<file path="config.mk">
export PLATFORM = sky130hd
export DESIGN_NAME = aat_ctrl
export DESIGN_NICKNAME = d
export VERILOG_FILES = /design/src/rtl/aat_pkg.sv /design/src/rtl/aat_ctrl.sv
export SDC_FILE = /design/constraint.sdc
export NUM_CORES = 1
export LEC_CHECK = 0
export BUFFER_PORTS_ARGS = -buffer_cell sky130_fd_sc_hd__buf_2
export CAP_MARGIN = 25
export CORE_MARGIN = 5
export CORE_UTILIZATION = 25
export DETAILED_ROUTE_END_ITERATION = 12
export PLACE_DENSITY = 0.61
export SLEW_MARGIN = 20
export SYNTH_ARGS = -nofsm -noshare
export SYNTH_HDL_FRONTEND = slang
export SYNTH_SLANG_ARGS = --single-unit
</file>
<file path="constraint.sdc">
create_clock -name clk -period 1.2 [get_ports clk]
set_input_delay 0.06 -clock clk [delete_from_list [all_inputs] [get_ports clk]]
set_output_delay 0.06 -clock clk [all_outputs]
set_load 0.03 [all_outputs]
</file>
<file path="src/rtl/aat_pkg.sv">
// Shared types and constants of the allocation tracking table.
package aat_pkg;

	localparam int TABLE_DEPTH = 64;
	localparam int ADDR_W      = 64;
	localparam int SIZE_W      = 32;
	localparam int MODE_W      = 2;

	localparam logic [MODE_W-1:0] MODE_APPEND = 2'd0;
	localparam logic [MODE_W-1:0] MODE_REMOVE = 2'd1;
	localparam logic [MODE_W-1:0] MODE_REPORT = 2'd2;

	typedef struct packed {
		logic [MODE_W-1:0] mode;
		logic [ADDR_W-1:0] block_address;
		logic [SIZE_W-1:0] block_size;
	} req_t;

	typedef struct packed {
		logic              status;
		logic              has_entry;
		logic [ADDR_W-1:0] entry_address;
		logic [SIZE_W-1:0] entry_size;
		logic              last;
	} rsp_t;

	// Commands from the controller to the datapath.
	typedef struct packed {
		logic ld_req;
		logic exec;
		logic rd_issue;
		logic scan_step;
		logic ld_entry;
	} cmd_t;

	// Status from the datapath to the controller.
	typedef struct packed {
		logic is_report;
		logic any_used;
		logic cur_used;
		logic rest_used;
		logic out_free;
	} sts_t;

endpackage

</file>
<file path="src/rtl/aat_ctrl.sv">
// Controller state machine of the allocation tracking table.
module aat_ctrl (
	input  logic          clk,
	input  logic          arst_n,
	input  logic          req_valid,
	output logic          req_ready,
	input  aat_pkg::sts_t sts,
	output aat_pkg::cmd_t cmd
);

	typedef enum logic [3:0] {
		ST_IDLE  = 4'b0001,
		ST_EXEC  = 4'b0010,
		ST_RSCAN = 4'b0100,
		ST_RREAD = 4'b1000
	} state_t;

	state_t state_q;
	state_t state_d;

	always_ff @(posedge clk or negedge arst_n) begin
		if (!arst_n) begin
			state_q <= ST_IDLE;
		end else begin
			state_q <= state_d;
		end
	end

	assign req_ready = (state_q == ST_IDLE);

	always_comb begin
		state_d = state_q;
		cmd     = '0;
		case (state_q)
			ST_IDLE: begin
				if (req_valid) begin
					cmd.ld_req = 1'b1;
					state_d    = ST_EXEC;
				end
			end
			ST_EXEC: begin
				if (sts.is_report && sts.any_used) begin
					state_d = ST_RSCAN;
				end else if (sts.out_free) begin
					cmd.exec = 1'b1;
					state_d  = ST_IDLE;
				end
			end
			ST_RSCAN: begin
				if (sts.cur_used) begin
					cmd.rd_issue = 1'b1;
					state_d      = ST_RREAD;
				end else begin
					cmd.scan_step = 1'b1;
				end
			end
			ST_RREAD: begin
				if (sts.out_free) begin
					cmd.ld_entry  = 1'b1;
					cmd.scan_step = 1'b1;
					state_d       = sts.rest_used ? ST_RSCAN : ST_IDLE;
				end
			end
			default: begin
				state_d = ST_IDLE;
			end
		endcase
	end

endmodule

</file>
==> results of run 1 <==
==> layout by cell type, fill, tap and decap left out, drive strengths merged <==
master,synthesis,routed
a41oi,1,1
and2,1,1
nor4b,2,2
and3,2,2
a22oi,1,1
dfrtp,3,3
a21oi,1,1
or3,1,1
nor3,4,4
a221oi,1,1
a2bb2oi,1,1
dfstp,1,1
nand2,2,2
clkbuf,0,4
nand2b,2,2
nand4b,1,1
dlygate4sd3,0,1
nor2b,2,2
buf,3,22
o21a,1,1
a21o,1,1
inv,2,2
nand3b,1,1
a2111o,1,1
o2bb2ai,1,1
==> cells in the mapped netlist <==
cell | number | area share, %
or3_1 | 1 | 1.9
a41oi_1 | 1 | 2.6
and3_1 | 2 | 3.7
nor2b_1 | 1 | 1.9
dfstp_2 | 1 | 7.8
o21a_1 | 1 | 2.2
nor4b_1 | 1 | 2.6
nand2_1 | 2 | 2.2
a22oi_1 | 1 | 2.2
a221oi_2 | 1 | 4.5
dfrtp_1 | 3 | 22
a2111o_1 | 1 | 3.3
nor3_1 | 4 | 5.9
inv_1 | 2 | 2.2
a21o_1 | 1 | 2.2
buf_6 | 2 | 6.7
nand3b_1 | 1 | 2.2
nor2b_2 | 1 | 2.6
nand2b_1 | 2 | 3.7
and2_1 | 1 | 1.9
nor4b_2 | 1 | 4.5
a2bb2oi_1 | 1 | 2.6
nand4b_1 | 1 | 2.6
buf_2 | 1 | 1.5
a21oi_1 | 1 | 1.5
o2bb2ai_1 | 1 | 2.6
==> worst max path at each step <==
stage,from,endpoint,slack (ns),cells after the start
finish,state_q[2]$_DFFE_PN0P_,cmd[4],-0.22,3
global route,state_q[2]$_DFFE_PN0P_,cmd[3],-0.28,3
CTS,state_q[2]$_DFFE_PN0P_,cmd[3],-0.24,3
detailed placement,state_q[2]$_DFFE_PN0P_,cmd[4],-0.05,3
global placement,state_q[2]$_DFFE_PN0P_,cmd[4],-0.03,3
floorplan,state_q[2]$_DFFE_PN0P_,cmd[0],-0.13,2
==> routing by layer <==
layer  vias to the layer above  global-route usage (%)  routed length (um)
met5                         -                       0                   0
met4                         0                    1.66                   0
met3                         0                    7.42                 100
met2                        15                    13.5                 477
met1                       187                    12.7                 418
li1                        183                       -                   -
==> area by class of cell <==
class / instances / area, um2
clock buffers: 4 / 26.3
inverters: 2 / 7.51
repair buffers: 23 / 161
flip-flops and latches: 4 / 104
fillers: 126 / 691
well taps: 15 / 18.8
multi-input cells: 27 / 277
==> critical path, delay by kind of cell (launching register included) <==
kind                   cells  cell delay (ns)
buffers and inverters      1             0.19
DFF                        1             0.47
and+or+nand+nor            2             0.46
==> timing repair <==
action                     CTS  global route
pin swaps                    1             5
hold buffers                 1             0
setup endpoints to repair    7             8
hold endpoints to repair     4             0
buffers inserted             0             4
resized for setup            7            13
==> power by group <==
group / switching [mW] / leakage, nW / internal (mW)
Combinational: 0.321 / 0.196 / 0.323
Clock: 0.0563 / 0.0150 / 0.125
Sequential: 0.0697 / 0.0479 / 0.191
Total: 0.447 / 0.259 / 0.639
==> cells by family (layout without fill, tap and decap cells) <==
| logic type | count (synthesis) | after routing |
|---|---|---|
| AO/OA/AOI/OAI | 9 | 9 |
| buffers and inverters | 5 | 29 |
| flip-flops | 4 | 4 |
| AND/OR/NAND/NOR | 18 | 18 |
==> metrics by stage <==
stage,std cells,setup WS [ns]
global placement,66,-0.0306
finish,75,-0.216
CTS,71,-0.239
detailed placement,66,-0.0493
floorplan,36,-0.133
global route,75,-0.281
==> impl_metrics.tcl, run 1 <==
set metrics [dict create \
    totalPowerFinal_mw 1.09 \
    skew_ns 0.0117 \
    fin_crit_sh_pct 118 \
    worst-setup-path-type "register to primary output" \
    ys_warn_count 0 \
    fin_setup_tns_ns -1.11 \
    tightest_slew_ns 0.212 \
    drt-vias-per-instance 5.13 \
    drc 0 \
    num_vias 385 \
    dieArea_um2 2180 \
    ir_worst_vdd_mv 0.964 \
    cts_buffers 3 \
    crit_path_max_incr_delay_ns 0.47 \
    clkTransAtPathRegs_ns 0.04 \
    cap_violations 0 \
    gp_congestion 0.713 \
    synth_top_family_by_area "simple AND/OR/NAND/NOR gates" \
    cts_tree "done" \
    die_w_um 46.7 \
    grt_pass1_wl_um 1450 \
    diodes 0 \
    clock_latency_ns 0.24 \
    worstSetupEndpointType "primary output" \
    cts.sinks 4 \
    min_delay_path_depth 3 \
    syn_avg_cell_area_um2 9.35 \
    grt_overflow_total 0 \
    synthMuxAreaShare_pct 0 \
    nets 69 \
    powerDensity_nw_per_um2 1830 \
    clk_path_buf_depth 2 \
    ys_ff_latch 4 \
    largest_register "state_q" \
    cp.arrival_ns 1.36 \
    layout_min_cycle_time_ns 1.42 \
    antenna_found_initial 0 \
    drive_gt1_share_pct 70.0 \
    max_freq_mhz 706 \
    synth-compound-area-share_pct 23.8 \
    reg2reg_to "state_q[2]$_DFFE_PN0P_" \
    failed_checks "setup timing" \
    cts.root.buffer_cell "clkbuf_4" \
    hold_end "state_q[0]$_DFFE_PN1P_" \
    crit_path_start_kind "register" \
    synth.net_count 44 \
    track_usage_pct 9.94 \
    path_max_fanout 7 \
    yosys.area_share.simple_pct 35.7 \
    hold_slack_ns 0.118 \
    p_leak_nw 0.259 \
    setup_viol 8 \
    r2r_start "state_q[3]$_DFFE_PN0P_" \
    largest_reg_flops 4 \
    htreeDepth 1 \
    wl_per_cell_um 13.3 \
    stdcell_area_um2 594 \
    crit_required_ns 1.14 \
    start_util_pct 26.2 \
    routed_wl_um 995 \
    r2r_slack_ns -0.07 \
    syn_area_um2 337 \
    port_buffers 13 \
    core-area_um2 1280 \
    rsz0062_at_grt "true" \
    drtIter0Drc 7 \
    worstRegToRegCells 3 \
    min_from "req_valid" \
    grt_pass1_vias 344 \
    ant_nets 0 \
    grt_max_degree 10 \
    dpl_cell_area_um2 457 \
    synth_cells 36 \
    rows 13 \
    synth_seq_area_share_pct 30.1 \
    ys_types 26 \
    synth_fa_ha_area_share_pct 0 \
    area_growth_pct 76.6 \
    synth_xor_xnor_area_share_pct 0 \
    io_pins 14 \
    hold_class "primary input to register" \
    utilization_pct 46.3 \
    top_regs "state_q (4)" \
    finalHoldViolations 0 \
    critPathSlowestCell "dfrtp_2" \
    slew_viol_final 0 \
    max_slew_margin_pct 85.6 \
    die_h_um 46.7 \
    hpwl_um 720 \
    drt-pass1-iter-count 2 \
    fin_ws_ns -0.216 \
    crit_chain "nor3_2 > and3_4 > buf_2" \
    status "finished with violations" \
]
No activity file was read; power rests on OpenSTA's default activity.
==> run 2: changes to the inputs <==
Settings changed: CELL_PAD_IN_SITES_DETAIL_PLACEMENT set to 1, CELL_PAD_IN_SITES_GLOBAL_PLACEMENT set to 1, CTS_CLUSTER_DIAMETER set to 200, PLACE_DENSITY 0.61 to 0.75.
==> impl_metrics.tcl, run 2 (synthesized netlist as in run 1, its figures left out) <==
set metrics [dict create \
    status "finished with violations" \
    failed_checks "setup timing" \
    hpwl_um 742 \
    finalHoldViolations 0 \
    drc 0 \
    utilization_pct 47.2 \
    num_vias 388 \
    max_freq_mhz 688 \
    drt-pass1-iter-count 2 \
    cts.root.buffer_cell "clkbuf_4" \
    drt-vias-per-instance 5.11 \
    area_growth_pct 80.3 \
    fin_ws_ns -0.254 \
    gp_congestion 0.647 \
    nets 70 \
    grt_max_degree 8 \
    crit_chain "nor4b_4 > and3_4 > buf_6" \
    grt_pass1_wl_um 1780 \
    ir_worst_vdd_mv 0.696 \
    p_leak_nw 0.263 \
    worstRegToRegCells 4 \
    tightest_slew_ns 0.259 \
    max_slew_margin_pct 82.8 \
    fin_crit_sh_pct 121 \
    grt_pass1_vias 370 \
    cpLargestDelayFamily "simple AND/OR/NAND/NOR gates" \
    core-area_um2 1280 \
    htreeDepth 1 \
    layout_min_cycle_time_ns 1.45 \
    crit_path_max_incr_delay_ns 0.48 \
    largest_register "state_q" \
    totalPowerFinal_mw 1.15 \
    io_pins 14 \
    largest_reg_flops 4 \
    antenna_found_initial 0 \
    clock_latency_ns 0.25 \
    routed_wl_um 1150 \
    pre_cts_slack_ns -0.0490 \
    path_max_fanout 7 \
    rsz0062_at_grt "true" \
    cts.sinks 4 \
    die_h_um 46.7 \
    hold_end "state_q[2]$_DFFE_PN0P_" \
    crit_required_ns 1.14 \
    drive_gt1_share_pct 68.9 \
    cap_violations 0 \
    powerDensity_nw_per_um2 1900 \
    worst-setup-path-type "register to primary output" \
    ant_nets 0 \
    final_cell_mix "10 x buf_4, 9 x buf_2, 4 x buf_6" \
    crit_path_start_kind "register" \
    die_w_um 46.7 \
    crit_buf_inv 1 \
    drtIter0Drc 5 \
    port_buffers 13 \
    min_delay_path_depth 3 \
    dieArea_um2 2180 \
    clk_path_buf_depth 2 \
    diodes 0 \
    num-fill-cells 147 \
    worstSetupEndpointType "primary output" \
    hold_class "primary input to register" \
    clkTransAtPathRegs_ns 0.04 \
    top_regs "state_q (4)" \
    slew_viol_final 0 \
    track_usage_pct 12.0 \
    setup_viol 8 \
    final_common_cell "buf_4" \
    cp.arrival_ns 1.39 \
    wl_per_cell_um 15.2 \
    skew_ns 0.00476 \
    r2r_slack_ns -0.10 \
    reg2reg_to "state_q[0]$_DFFE_PN1P_" \
    critPathSlowestCell "dfrtp_2" \
    start_util_pct 26.2 \
    rows 13 \
    cts_tree "done" \
    r2r_start "state_q[2]$_DFFE_PN0P_" \
    grt_overflow_total 0 \
    cts_buffers 3 \
    min_from "sts[2]" \
]
run 2: cell types whose count changed in the layout (fill, tap and decap cells not counted):
cell,before,now
nor2b_2,1,0
dfrtp_1,1,0
buf_4,9,10
buf_2,10,9
nand2_1,1,2
buf_6,3,4
a22oi_2,1,0
dfrtp_2,2,3
nand2_2,1,0
a22oi_1,0,1
nor2b_4,1,2
run 2: worst register-to-register path: stages (launching register included):
cell and delay [ns]:
dfrtp_2 0.48, nor4b_4 0.30, and3_4 0.23, buf_6 0.09, nand3b_1 0.12
run 2: where the power goes:
group	switching, mW	internal, mW
clock	0.0709	0.126
combinational	0.323	0.342
sequential	0.0939	0.195
run 2: cell type report:
| type | instances | area (um2) | share of cell area (%) |
|---|---|---|---|
| clock buffer | 4 | 26.3 | 4.33 |
| sequential | 4 | 105 | 17.3 |
| timing repair buffer | 24 | 175 | 28.9 |
| multi-input combinational | 27 | 274 | 45.2 |
| inverter | 2 | 7.51 | 1.24 |
| tap | 15 | 18.8 | 3.09 |
run 2: how the worst max path moves through the flow:
stage	startpoint	end	slack [ns]	cells after the start
final	state_q[2]$_DFFE_PN0P_	cmd[3]	-0.25	3
after global routing	state_q[2]$_DFFE_PN0P_	cmd[3]	-0.32	3
after CTS	state_q[2]$_DFFE_PN0P_	cmd[0]	-0.22	3
after detailed placement	state_q[2]$_DFFE_PN0P_	cmd[4]	-0.05	3
after global placement	state_q[1]$_DFFE_PN0P_	cmd[4]	-0.05	3
after floorplan	state_q[2]$_DFFE_PN0P_	cmd[0]	-0.13	2
run 2: repair_timing:
item / CTS / global route
pin swaps: 1 / 4
hold buffers: 1 / 0
resized for setup: 8 / 13
endpoints found under the setup margin: 7 / 9
endpoints found under the hold margin: 4 / 0
setup buffers: 4 / 3
run 2: stage by stage:
step                      cells  area [um2]  hold slack [ns]  setup TNS (ns)
after floorplan              36         363           -0.236          -0.153
after global placement       67         464           -0.132          -0.102
after detailed placement     67         464           -0.125          -0.120
after CTS                    76         557            0.117           -1.37
after global routing         76         607            0.148           -1.97
final                        76         607            0.132           -1.42
run 2: routing by layer:
metal	track usage [%]	vias to the layer above	share of wire, %
met5	0	-	0
met4	6.63	0	2.0
met3	1.56	2	6.2
met2	21.2	9	50
met1	13.8	191	42
li1	-	186	-
==> run 3: changes to the inputs <==
Settings changed: TNS_END_PERCENT set to 30.
==> impl_metrics.tcl, run 3 (synthesized netlist as in run 1, its figures left out) <==
set metrics [dict create \
    status "finished with violations" \
    failed_checks "setup timing" \
    track_usage_pct 11.7 \
    finalHoldViolations 0 \
    hold_slack_ns 0.105 \
    port_buffers 13 \
    setup_viol 8 \
    area_growth_pct 74.0 \
    crit_buf_inv 1 \
    gp_congestion 0.752 \
    fin_setup_tns_ns -1.12 \
    skew_ns 0.000645 \
    clk_path_buf_depth 2 \
    seq_area_um2 105 \
    slew_viol_final 0 \
    rsz0062_at_grt "true" \
    max_freq_mhz 707 \
    worstSetupEndpointType "primary output" \
    max_slew_margin_pct 83.9 \
    crit_path_max_incr_delay_ns 0.46 \
    grt_pass1_vias 364 \
    cp.arrival_ns 1.35 \
    drc 0 \
    start_util_pct 26.2 \
    drt-pass1-iter-count 3 \
    ir_worst_vdd_mv 1.28 \
    final_cell_mix "12 x buf_4, 7 x buf_2" \
    antenna_found_initial 0 \
    fin_ws_ns -0.215 \
    cpLargestDelayFamily "simple AND/OR/NAND/NOR gates" \
    cap_violations 0 \
    layout_min_cycle_time_ns 1.41 \
    drive_gt1_share_pct 66.7 \
    fin_crit_sh_pct 118 \
    num_vias 374 \
    crit_chain "nor4b_4 > and3_4 > buf_6" \
    tightest_slew_ns 0.240 \
    grt_pass1_wl_um 1790 \
    critPathSlowestCell "dfrtp_2" \
    top_regs "state_q (4)" \
    layout.cells.non_filler 75 \
    min_from "req_valid" \
    io_pins 14 \
    multiInputGateArea_um2 259 \
    totalPowerFinal_mw 1.13 \
    drtIter0Drc 4 \
    hpwl_um 762 \
    critical_path.startpoint "state_q[2]$_DFFE_PN0P_" \
    grt_max_degree 8 \
    cts.sinks 4 \
    clkTransAtPathRegs_ns 0.04 \
    wl_per_cell_um 14.9 \
    path_max_fanout 6 \
    crit_path_start_kind "register" \
    largest_register "state_q" \
    largest_reg_flops 4 \
    dp_cells 66 \
    utilization_pct 45.6 \
    powerDensity_nw_per_um2 1930 \
    drt-vias-per-instance 4.99 \
    cts_tree "done" \
    ant_nets 0 \
    worst-setup-path-type "register to primary output" \
    die_h_um 46.7 \
    dieArea_um2 2180 \
    clock_latency_ns 0.23 \
    rows 13 \
    grt_overflow_total 0 \
    p_leak_nw 0.259 \
    r2r_start "state_q[3]$_DFFE_PN0P_" \
    diodes 0 \
    die_w_um 46.7 \
    hold_class "primary input to register" \
    final_common_cell "buf_4" \
    nets 69 \
    core-area_um2 1280 \
    htreeDepth 1 \
    cts.root.buffer_cell "clkbuf_4" \
    routed_wl_um 1120 \
    num-fill-cells 149 \
    crit_required_ns 1.14 \
    cts_buffers 3 \
]
run 3: cell type report:
type,count,area share (%)
Sequential cell,4,17.9
Inverter,2,1.28
Multi-Input combinational cell,27,44.2
Timing Repair Buffer,23,28.8
Tap cell,15,3.21
Clock buffer,4,4.49
run 3: worst paths after layout:
path                                          end  slack (ns)  depth (start not counted)
hold / removal             state_q[0]$_DFFE_PN1P_        0.11                          3
max in group asynchronous  state_q[0]$_DFFE_PN1P_        0.84                          2
min in group asynchronous  state_q[1]$_DFFE_PN0P_        0.16                          2
hold reg to reg            state_q[0]$_DFFE_PN1P_        0.61                          2
setup reg to reg           state_q[2]$_DFFE_PN0P_       -0.09                          5
setup / recovery                           cmd[3]       -0.21                          3
run 3: metrics by stage:
| step | instance area [um2] | worst slack (ns) |
|---|---|---|
| 2_1_floorplan | 353 | -0.133 |
| 5_1_grt | 586 | -0.264 |
| 4_1_cts | 564 | -0.186 |
| 3_3_place_gp | 447 | -0.0164 |
| 6_report | 586 | -0.215 |
| 3_5_place_dp | 447 | -0.0351 |
run 3: worst reg2reg max path, delay by kind of cell, from the launching register on:
family,cells,cell delay [ns]
AO/OA/AOI/OAI,2,0.38
flip-flops,1,0.47
buffers and inverters,3,0.33
run 3: where the power goes:
part           internal (mW)  switching [mW]
registers              0.195          0.0791
clock network          0.125          0.0601
logic                  0.335           0.335
run 3: timing repair:
action	in CTS	in global routing
hold buffers	1	0
pin swaps	2	0
buffers inserted	4	0
hold endpoints to repair	4	0
gates cloned	0	0
gates resized for setup	14	5
endpoints found under the setup margin	7	8
run 3: layer usage:
metal / global-route usage, % / share of wire [%] / up-vias
met5: 0 / 0 / -
met4: 3.31 / 0 / 0
met3: 3.91 / 5.3 / 0
met2: 17.6 / 49 / 11
met1: 15.9 / 46 / 179
li1: - / - / 184
